===== src/hdl/rfpfd_pkg.sv =====
`timescale 1ns / 1ps

package rfpfd_pkg;

    localparam int DurationBits = 16;
    localparam int FrameBits    = 96;
    localparam int PreambleBits = 19;
    localparam int WordBits     = 48;

    localparam logic [DurationBits-1:0] ShortMinReset = 16'd96;
    localparam logic [DurationBits-1:0] ShortMaxReset = 16'd224;
    localparam logic [DurationBits-1:0] LongMinReset  = 16'd256;
    localparam logic [DurationBits-1:0] LongMaxReset  = 16'd384;

    localparam logic [1:0] CFG_SHORT_MIN = 2'd0;
    localparam logic [1:0] CFG_SHORT_MAX = 2'd1;
    localparam logic [1:0] CFG_LONG_MIN  = 2'd2;
    localparam logic [1:0] CFG_LONG_MAX  = 2'd3;

    localparam logic [PreambleBits-1:0] PRE_PLAIN = 19'h3FE00;
    localparam logic [PreambleBits-1:0] PRE_26    = 19'h3FE5A;
    localparam logic [PreambleBits-1:0] PRE_32    = 19'h3FE60;

    localparam logic [1:0] FMT_PLAIN = 2'd0;
    localparam logic [1:0] FMT_26    = 2'd1;
    localparam logic [1:0] FMT_32    = 2'd2;

    localparam logic [1:0] PH_START_1 = 2'd0;
    localparam logic [1:0] PH_MID_1   = 2'd1;
    localparam logic [1:0] PH_MID_0   = 2'd2;
    localparam logic [1:0] PH_START_0 = 2'd3;

    localparam logic [1:0] EV_SHORT_LOW  = 2'd0;
    localparam logic [1:0] EV_SHORT_HIGH = 2'd1;
    localparam logic [1:0] EV_LONG_LOW   = 2'd2;
    localparam logic [1:0] EV_LONG_HIGH  = 2'd3;

    typedef struct packed {
        logic [DurationBits-1:0] short_min;
        logic [DurationBits-1:0] short_max;
        logic [DurationBits-1:0] long_min;
        logic [DurationBits-1:0] long_max;
    } cfg_t;

    typedef struct packed {
        logic                    pulse_level;
        logic [DurationBits-1:0] pulse_duration;
    } pulse_t;

    typedef struct packed {
        logic        frame_found;
        logic [1:0]  card_format;
        logic [15:0] word_upper;
        logic [31:0] word_lower;
    } result_t;

    typedef struct packed {
        logic       valid;
        logic [1:0] code;
    } event_t;

    typedef struct packed {
        logic valid;
        logic value;
    } bit_t;

    function automatic logic [1:0] next_phase(input logic [1:0] ph, input logic [1:0] ev);
        logic [1:0] nx;
        nx = PH_MID_1;
        case (ph)
            PH_START_1: begin
                nx = (ev == EV_SHORT_LOW) ? PH_MID_1 : PH_START_1;
            end
            PH_MID_1: begin
                case (ev)
                    EV_SHORT_LOW:  nx = PH_MID_1;
                    EV_SHORT_HIGH: nx = PH_START_1;
                    EV_LONG_LOW:   nx = PH_MID_1;
                    default:       nx = PH_MID_0;
                endcase
            end
            PH_MID_0: begin
                case (ev)
                    EV_SHORT_LOW:  nx = PH_START_0;
                    EV_SHORT_HIGH: nx = PH_MID_0;
                    EV_LONG_LOW:   nx = PH_MID_1;
                    default:       nx = PH_MID_0;
                endcase
            end
            default: begin
                nx = (ev == EV_SHORT_HIGH) ? PH_MID_0 : PH_START_0;
            end
        endcase
        return nx;
    endfunction

endpackage


===== src/hdl/rfpfd_classify.sv =====
`timescale 1ns / 1ps

module rfpfd_classify (
    input  rfpfd_pkg::cfg_t   cfg,
    input  rfpfd_pkg::pulse_t pulse,
    output rfpfd_pkg::event_t evt
);

    logic in_short;
    logic in_long;

    assign in_short = (pulse.pulse_duration > cfg.short_min) &&
                      (pulse.pulse_duration < cfg.short_max);
    assign in_long  = (pulse.pulse_duration > cfg.long_min) &&
                      (pulse.pulse_duration < cfg.long_max);

    // The short window wins when a duration falls in both.
    always_comb begin
        evt.valid = in_short || in_long;
        if (in_short) begin
            evt.code = pulse.pulse_level ? rfpfd_pkg::EV_SHORT_LOW : rfpfd_pkg::EV_SHORT_HIGH;
        end else begin
            evt.code = pulse.pulse_level ? rfpfd_pkg::EV_LONG_LOW : rfpfd_pkg::EV_LONG_HIGH;
        end
    end

endmodule


===== src/hdl/rfpfd_manchester.sv =====
`timescale 1ns / 1ps

module rfpfd_manchester (
    input  logic              aclk,
    input  logic              aresetn,
    input  logic              advance,
    input  rfpfd_pkg::event_t evt,
    output rfpfd_pkg::bit_t   bit_out
);

    logic [1:0] phase_reg;
    logic [1:0] phase_next;
    logic [1:0] table_phase;

    assign table_phase = rfpfd_pkg::next_phase(phase_reg, evt.code);

    // A transition that leaves the phase where it was is illegal and resyncs to mid-1.
    always_comb begin
        phase_next    = phase_reg;
        bit_out.valid = 1'b0;
        bit_out.value = 1'b0;
        if (evt.valid) begin
            if (table_phase == phase_reg) begin
                phase_next = rfpfd_pkg::PH_MID_1;
            end else begin
                phase_next = table_phase;
                if (table_phase == rfpfd_pkg::PH_MID_0) begin
                    bit_out.valid = 1'b1;
                end else if (table_phase == rfpfd_pkg::PH_MID_1) begin
                    bit_out.valid = 1'b1;
                    bit_out.value = 1'b1;
                end
            end
        end
    end

    always_ff @(posedge aclk) begin
        if (!aresetn) begin
            phase_reg <= rfpfd_pkg::PH_MID_1;
        end else if (advance) begin
            phase_reg <= phase_next;
        end
    end

endmodule


===== src/hdl/rfpfd_frame.sv =====
`timescale 1ns / 1ps

module rfpfd_frame (
    input  logic               aclk,
    input  logic               aresetn,
    input  logic               advance,
    input  rfpfd_pkg::bit_t    bit_in,
    output rfpfd_pkg::result_t result
);

    // Frame bit 0, the oldest bit, sits in the MSB of the window.
    logic [rfpfd_pkg::FrameBits-1:0]    window_reg;
    logic [rfpfd_pkg::FrameBits-1:0]    window_next;
    logic [rfpfd_pkg::PreambleBits-1:0] preamble;
    logic [rfpfd_pkg::WordBits-1:0]     word;
    logic                               found;
    logic [1:0]                         fmt;

    assign window_next = {window_reg[rfpfd_pkg::FrameBits-2:0], bit_in.value};
    assign preamble    = window_next[rfpfd_pkg::FrameBits-1 -: rfpfd_pkg::PreambleBits];

    always_comb begin
        found = 1'b0;
        fmt   = rfpfd_pkg::FMT_PLAIN;
        if (bit_in.valid) begin
            if (preamble == rfpfd_pkg::PRE_PLAIN) begin
                found = 1'b1;
                fmt   = rfpfd_pkg::FMT_PLAIN;
            end else if (preamble == rfpfd_pkg::PRE_26) begin
                found = 1'b1;
                fmt   = rfpfd_pkg::FMT_26;
            end else if (preamble == rfpfd_pkg::PRE_32) begin
                found = 1'b1;
                fmt   = rfpfd_pkg::FMT_32;
            end
        end
    end

    // Card word bit 0 is its MSB; spacer bits between the groups are skipped.
    always_comb begin
        word = '0;
        if (fmt == rfpfd_pkg::FMT_PLAIN) begin
            word[31:24] = window_next[66:59];
            word[23:16] = window_next[57:50];
            word[15:8]  = window_next[48:41];
            word[7:0]   = window_next[39:32];
        end else begin
            if (fmt == rfpfd_pkg::FMT_26) begin
                word[39] = window_next[59];
            end else begin
                word[45:39] = window_next[65:59];
            end
            word[38:32] = window_next[57:51];
            word[31]    = window_next[50];
            word[30:23] = window_next[48:41];
            word[22:16] = window_next[39:33];
            word[15:8]  = window_next[30:23];
            word[7:0]   = window_next[21:14];
        end
    end

    always_comb begin
        result.frame_found = found;
        result.card_format = found ? fmt : rfpfd_pkg::FMT_PLAIN;
        result.word_upper  = found ? word[47:32] : 16'd0;
        result.word_lower  = found ? word[31:0] : 32'd0;
    end

    always_ff @(posedge aclk) begin
        if (!aresetn) begin
            window_reg <= '0;
        end else if (advance && bit_in.valid) begin
            window_reg <= window_next;
        end
    end

endmodule


===== src/hdl/rfid_pulse_frame_decoder_core.sv =====
`timescale 1ns / 1ps
// Channel   Direction  Ports                     Beat
// pulse     in         s_valid s_ready s_data    one demodulated pulse
// result    out        m_valid m_ready m_data    one result per pulse beat
// config    in         cfg_we cfg_index cfg_wdata one window register write
//
// Each pulse beat gives exactly one result beat once it is taken.
// A new pulse beat is taken every cycle while results keep draining; the input
// register, one pass of compare, decode and field select, then the result register.
// Reset is synchronous and active low; it restores the window bounds, clears the
// frame window and puts the bit decoder in its mid-1 phase.
// A stalled result holds both stages; s_ready falls only when both are full.

module rfid_pulse_frame_decoder_core (
    input  logic                                aclk,
    input  logic                                aresetn,
    input  logic                                s_valid,
    output logic                                s_ready,
    input  rfpfd_pkg::pulse_t                   s_data,
    output logic                                m_valid,
    input  logic                                m_ready,
    output rfpfd_pkg::result_t                  m_data,
    input  logic                                cfg_we,
    input  logic [1:0]                          cfg_index,
    input  logic [rfpfd_pkg::DurationBits-1:0]  cfg_wdata
);

    rfpfd_pkg::cfg_t    cfg_reg;
    rfpfd_pkg::pulse_t  pulse_reg;
    logic               pulse_valid_reg;
    rfpfd_pkg::result_t result_reg;
    logic               result_valid_reg;
    rfpfd_pkg::event_t  evt;
    rfpfd_pkg::bit_t    dec_bit;
    rfpfd_pkg::result_t result_next;
    logic               out_free;
    logic               advance;

    assign out_free = !result_valid_reg || m_ready;
    assign advance  = pulse_valid_reg && out_free;
    assign s_ready  = !pulse_valid_reg || out_free;
    assign m_valid  = result_valid_reg;
    assign m_data   = result_reg;

    always_ff @(posedge aclk) begin
        if (!aresetn) begin
            cfg_reg.short_min <= rfpfd_pkg::ShortMinReset;
            cfg_reg.short_max <= rfpfd_pkg::ShortMaxReset;
            cfg_reg.long_min  <= rfpfd_pkg::LongMinReset;
            cfg_reg.long_max  <= rfpfd_pkg::LongMaxReset;
        end else if (cfg_we) begin
            case (cfg_index)
                rfpfd_pkg::CFG_SHORT_MIN: cfg_reg.short_min <= cfg_wdata;
                rfpfd_pkg::CFG_SHORT_MAX: cfg_reg.short_max <= cfg_wdata;
                rfpfd_pkg::CFG_LONG_MIN:  cfg_reg.long_min  <= cfg_wdata;
                rfpfd_pkg::CFG_LONG_MAX:  cfg_reg.long_max  <= cfg_wdata;
                default: ;
            endcase
        end
    end

    always_ff @(posedge aclk) begin
        if (!aresetn) begin
            pulse_valid_reg <= 1'b0;
        end else if (s_ready) begin
            pulse_valid_reg <= s_valid;
        end
    end

    always_ff @(posedge aclk) begin
        if (s_ready && s_valid) begin
            pulse_reg <= s_data;
        end
    end

    rfpfd_classify u_classify (
        .cfg   (cfg_reg),
        .pulse (pulse_reg),
        .evt   (evt)
    );

    rfpfd_manchester u_manchester (
        .aclk    (aclk),
        .aresetn (aresetn),
        .advance (advance),
        .evt     (evt),
        .bit_out (dec_bit)
    );

    rfpfd_frame u_frame (
        .aclk    (aclk),
        .aresetn (aresetn),
        .advance (advance),
        .bit_in  (dec_bit),
        .result  (result_next)
    );

    always_ff @(posedge aclk) begin
        if (!aresetn) begin
            result_valid_reg <= 1'b0;
        end else if (out_free) begin
            result_valid_reg <= pulse_valid_reg;
        end
    end

    always_ff @(posedge aclk) begin
        if (advance) begin
            result_reg <= result_next;
        end
    end

endmodule

===== config.mk =====
export PLATFORM = sky130hd
export DESIGN_NAME = rfid_pulse_frame_decoder_core
export DESIGN_NICKNAME = d
export VERILOG_FILES = /design/src/hdl/rfpfd_pkg.sv /design/src/hdl/rfpfd_classify.sv /design/src/hdl/rfpfd_manchester.sv /design/src/hdl/rfpfd_frame.sv /design/src/hdl/rfid_pulse_frame_decoder_core.sv
export SDC_FILE = /design/constraint.sdc
export NUM_CORES = 1
export LEC_CHECK = 0
export BUFFER_PORTS_ARGS = -buffer_cell sky130_fd_sc_hd__buf_2
export CAP_MARGIN = 20
export CORE_UTILIZATION = 52
export DETAILED_ROUTE_END_ITERATION = 10
export PLACE_DENSITY = 0.71
export SYNTH_ARGS = -nofsm -noshare
export SYNTH_HDL_FRONTEND = slang
export SYNTH_SLANG_ARGS = --single-unit
export TNS_END_PERCENT = 30

===== constraint.sdc =====
create_clock -name aclk -period 7.5 [get_ports aclk]
set_input_delay 1.5 -clock aclk [delete_from_list [all_inputs] [get_ports aclk]]
set_output_delay 1.5 -clock aclk [all_outputs]
set_load 0.005 [all_outputs]

==> impl_metrics.toml, run 1 <==
[run_status]
status = "completed"

[yosys]
async_flop_share = 0
ys_seq_elements = 229
ys_types = 52
syn_area_mm2 = 0.0103
synth_common_cells = "nand2_1, dfxtp_1, mux2i_1"
synth_flop_cell = "dfxtp_1"
ys_seq_area_frac = 0.509
ys_warn_count = 0
synth.most_common_cell = "nand2_1"
avgSynthCellArea_um2 = 10.2
synth_edf_count = 66
yosysTopAreaCell = "dfxtp_1"
synth_cells = 1012
synth_top_area_share = 0.317
synth.area.top_cells = "dfxtp_1, edfxtp_1, mux2i_1, nand2_1, ha_1"

[worst_setup_path]
rr_worst_depth = 12
critPathLaunchType = "flip-flop"
r2r-start = "pulse_reg[1]$_DFFE_PP_"
cp-startpoint = "pulse_reg[1]$_DFFE_PP_"
cp_max_fo = 51
crit_required_ns = 7.95
r2r_setup_slack_ns = 3.16
path_class = "flip-flop to flip-flop"
cp_data_arrival_time_ns = 4.78
critPathCaptureType = "flip-flop"
crit_end = "u_frame.window_reg[30]$_SDFFE_PN0P_"
reg2reg_to = "u_frame.window_reg[30]$_SDFFE_PN0P_"

[finish]
drive_gt1_frac = 0.131
design_area_mm2 = 0.0117
fin_util = 0.600
syn2layout_area_growth_pct = 13.2
largest_reg_flops = 95
fill_cells = 1646
nets = 1190
n_antenna_cell = 0

[flow_run]
maxCapViolations = 0

[timing]
finalHoldViolCount = 0
maxSlewHeadroom = 0.288
finalCritPeriodShare = 0.578
skew_ns = 0.00806
setup_viol = 0
min_period_ns = 4.34
timing.setup.tns_ns = 0
fmax_mhz = 231
rsz0062_at_grt = "no"
worstMarginPinSlew_ns = 1.07
slew_violations = 0

[global_route]
grt_max_degree = 102
grt_usage = 0.215
grt.overflow.total = 0
grt_pass1_vias = 6820
antenna_found_initial = 0
grt_pass1_wl_mm = 34.9

[floorplan]
fp.dieW_um = 143
io_pins = 93
die_h_um = 143
num_rows = 51
start_util = 0.529
coreArea_mm2 = 0.0195
fp.dieArea_mm2 = 0.0204

[min_path]
hold_start = "cfg_reg[57]$_SDFFE_PN0P_"
hold_class = "flip-flop to flip-flop"

[place]
hpwlAfterDp_mm = 14.1
place.gp.congestion = 0.845
placement.cell_area_mm2 = 0.0109
port_buffers = 90

[clock_tree]
htreeDepth = 1
cts_max_path_buffers = 3
clk_pin_slew_ns = 0.06
clkLatencyLatePin_ns = 0.53
cts_hold_buf = 0
cts_sinks = 229
cts_setup_buffers = 0
numCtsBuffers = 25
clockRootBuffer = "clkbuf_16"
cts_tree = "built"
postCtsResizedCells = 0

[power]
ir_worst_vdd_mv = 0.153
p_per_area_mw_per_mm2 = 231
p_leak_nw = 4.38

[detailed_routing]
ant_nets = 0
drt-total-wl_mm = 21.3
viasPerCell = 5.25
drc_errors = 0
dr.pass1.iters = 5
via_count = 7200
wl_per_cell_um = 15.5
drtIter0Drc = 426
## logic make-up (layout without fill, tap and decap cells)
logic type               count (synthesis)  after routing  synth area share
other                                    1              2          0.000364
XOR/XNOR                                 1              1          0.000850
adder cells (fa/ha/maj)                 63             63            0.0765
buffers and inverters                  118            211            0.0538
flip-flops                             229            229             0.509
AO/OA/AOI/OAI                          134            134            0.0940
multiplexers                           128            128             0.124
AND/OR/NAND/NOR                        338            338             0.141
## worst max-delay path, stage by stage, from the launching register on
cell	delay, ns
edfxtp_1	0.44
ha_1	0.31
a2111oi_0	0.71
o311ai_1	0.21
nand3_1	0.22
and3_1	0.29
o21ai_0	0.11
a21oi_1	0.16
ha_1	0.24
o21bai_1	0.28
a211oi_4	0.27
buf_4	0.67
mux2i_1	0.28
## stage by stage
stage	cells	hold WS, ns	power, mW	worst slack (ns)
2_1_floorplan	1013	0.435	1.46	4.15
3_3_place_gp	1324	0.443	1.53	3.41
3_5_place_dp	1324	0.445	1.53	3.23
4_1_cts	1370	0.453	2.71	3.21
5_1_grt	1371	0.476	2.79	2.93
6_report	1371	0.453	2.69	3.16
## per-layer routing
metal | vias to the layer above | global-route usage | wire (um)
met3 | 23 | 0.0295 | 1130
met4 | 0 | 0.0419 | 221
met5 | - | 0 | 0
met2 | 164 | 0.320 | 8920
li1 | 3625 | - | -
met1 | 3388 | 0.331 | 11000
## worst min-delay path by stage
stage,to,slack (ns),depth (start not counted)
2_1_floorplan,cfg_reg[50]$_SDFFE_PN0P_,0.44,2
6_report,cfg_reg[57]$_SDFFE_PN0P_,0.45,2
3_5_place_dp,cfg_reg[57]$_SDFFE_PN0P_,0.44,2
4_1_cts,cfg_reg[57]$_SDFFE_PN0P_,0.45,2
5_1_grt,cfg_reg[50]$_SDFFE_PN0P_,0.48,2
3_3_place_gp,cfg_reg[57]$_SDFFE_PN0P_,0.44,2
## layout by cell type, fill, tap and decap left out, types with 3 or more instances in the layout
master     count
nand2_1      228
dfxtp_1      163
mux2i_1      128
buf_2         89
inv_1         67
edfxtp_1      66
ha_1          63
a21boi_0      50
nor2_1        40
clkbuf_16     25
a21oi_1       21
and2_1        15
nand3_1       13
o211ai_1      11
nand4_1       11
clkbuf_1      11
a21o_1        10
o21ai_0        9
buf_4          7
nor2b_1        6
a21boi_1       6
o21a_1         5
nor3_1         4
nand2b_1       4
clkbuf_8       4
and3_1         3
or2_2          3
a221oi_1       3
clkinv_2       3
## area by class of cell
class | count | area (um^2) | area share
Timing Repair Buffer | 97 | 518 | 0.0444
Tap cell | 265 | 332 | 0.0284
Inverter | 68 | 255 | 0.0219
Multi-Input combinational cell | 666 | 4520 | 0.388
Clock buffer | 40 | 722 | 0.0619
Sequential cell | 229 | 5250 | 0.449
Clock inverter | 6 | 72.6 | 0.00622
## where the power goes
part,switching (mW),internal [mW],total [mW],leakage [nW]
Combinational,0.110,0.0731,0.183,2.08
Sequential,0.0171,1.30,1.32,1.91
Clock,0.493,0.697,1.19,0.386
Power figures use the tool's default switching activity.
==> run 2: changes to the inputs <==
==> constraint.sdc (replaced) <==
create_clock -name aclk -period 4 [get_ports aclk]
set_input_delay 0.8 -clock aclk [delete_from_list [all_inputs] [get_ports aclk]]
set_output_delay 0.8 -clock aclk [all_outputs]
set_load 0.005 [all_outputs]
==> run 2 against run 1 <==
Net effect:
- critical endpoint is now u_frame.window_reg[94]$_SDFFE_PN0P_
- register-to-register slack lost 2.9 ns
- wire length is 0.71% higher
- worst hold slack worse by 0.0073 ns
==> impl_metrics.toml, run 2 (synthesis results as in run 1) <==
[clock_tree]
cts_hold_buf = 0
cts_tree = "built"
numCtsBuffers = 25
htreeDepth = 1
clockRootBuffer = "clkbuf_16"
cts_max_path_buffers = 3
cts_sinks = 229
clk_pin_slew_ns = 0.06
clkLatencyLatePin_ns = 0.53

[place]
pre_cts_ws_ns = 0.171
place.gp.congestion = 0.805
placement.cell_area_mm2 = 0.0111
dp.cells = 1337
port_buffers = 90
hpwlAfterDp_mm = 14.4

[worst_setup_path]
critPathLaunchType = "flip-flop"
path_class = "flip-flop to flip-flop"
cp_max_fo = 19
r2r-start = "pulse_reg[7]$_DFFE_PP_"
crit_required_ns = 4.44
cp-startpoint = "pulse_reg[7]$_DFFE_PP_"
critPathCaptureType = "flip-flop"
cp_data_arrival_time_ns = 4.15

[power]
power_mw = 5.20
p_per_area_mw_per_mm2 = 435
ir_worst_vdd_mv = 0.363
p_leak_nw = 4.54

[detailed_routing]
viasPerCell = 5.22
drc_errors = 0
drtIter0Drc = 405
wl_met3_um = 885
route.top_layer_used = "met4"
met2_length_mm = 9.15
wl_per_cell_um = 15.4
dr.pass1.iters = 5
drt-total-wl_mm = 21.4
via_count = 7256
wl_met1_mm = 10.9
ant_nets = 0

[timing]
maxSlewHeadroom = 0.263
finalHoldViolCount = 0
worstMarginPinSlew_ns = 1.11
setup_ws_ns = 0.294
slew_violations = 0
fmax_mhz = 270
setup_viol = 0
holdWs_ns = 0.446
skew_ns = 0.0138
finalCritPeriodShare = 0.927
timing.setup.tns_ns = 0
min_period_ns = 3.71
rsz0062_at_grt = "no"

[min_path]
hold_start = "s_data[4]"
hold_class = "primary input to flip-flop"

[floorplan]
num_rows = 51
coreArea_mm2 = 0.0195
fp.dieW_um = 143
fp.dieArea_mm2 = 0.0204
start_util = 0.529
die_h_um = 143
io_pins = 93

[finish]
syn2layout_area_growth_pct = 16.1
final_cells = 1389
design_area_mm2 = 0.0120
mostFrequentLayoutCell = "nand2_1"
layout_common_cells = "nand2_1, dfxtp_1, mux2i_1, buf_2, inv_1"
drive_gt1_frac = 0.152
nets = 1208
n_antenna_cell = 0
largest_reg_flops = 95
fin_util = 0.615

[global_route]
grt_max_degree = 76
grt_pass1_wl_mm = 34.9
grt.overflow.total = 0
antenna_found_initial = 0
grt_usage = 0.217
grt_pass1_vias = 6952

[run_status]
status = "completed"

[flow_run]
maxCapViolations = 0
## run 2: cell count changes in the layout (fill, tap and decap cells not counted), moves of 2 or more
cell	before	now
buf_12	1	8
clkinv_2	3	7
buf_4	7	18
bufinv_16	1	4
clkbuf_8	4	2
inv_6	0	2
clkbuf_1	11	5
## run 2: report_power, final
| group | internal (mW) | total (mW) | switching (mW) |
|---|---|---|---|
| Clock | 1.45 | 2.36 | 0.917 |
| Combinational | 0.151 | 0.361 | 0.210 |
| Sequential | 2.45 | 2.48 | 0.0314 |
## run 2: layout make-up
class	instances	area (um^2)
Clock buffer	32	672
Inverter	68	255
Multi-Input combinational cell	666	4540
Clock inverter	14	176
Timing Repair Buffer	115	741
Fill cell	1619	7500
Sequential cell	229	5250
Tap cell	265	332
## run 2: critical path, cell delays in order (launching register included)
cell,delay [ns]
edfxtp_1,0.47
buf_4,0.18
ha_1,0.28
nand4_1,0.10
o311ai_1,0.39
nand3_1,0.27
and3_4,0.27
o21ai_0,0.17
a21oi_1,0.10
ha_1,0.26
o21bai_2,0.25
a211oi_4,0.27
buf_12,0.20
buf_12,0.19
mux2i_1,0.22
## run 2: worst paths after layout
kind / to / slack (ns) / cells past startpoint
setup reg to reg: u_frame.window_reg[94]$_SDFFE_PN0P_ / 0.29 / 14
setup / recovery: u_frame.window_reg[94]$_SDFFE_PN0P_ / 0.29 / 14
hold / removal: pulse_reg[4]$_DFFE_PP_ / 0.45 / 1
hold reg to reg: cfg_reg[51]$_SDFFE_PN0P_ / 0.45 / 2
## run 2: timing repair
action                                  4_1_cts  5_1_grt
endpoints found under the setup margin        0      115
gates resized for setup                       0        5
buffers inserted                              0        6
## run 2: metal layers
layer,up-vias,global-route usage
met2,165,0.330
li1,3673,-
met5,-,0
met1,3381,0.319
met4,0,0.0617
met3,37,0.0305
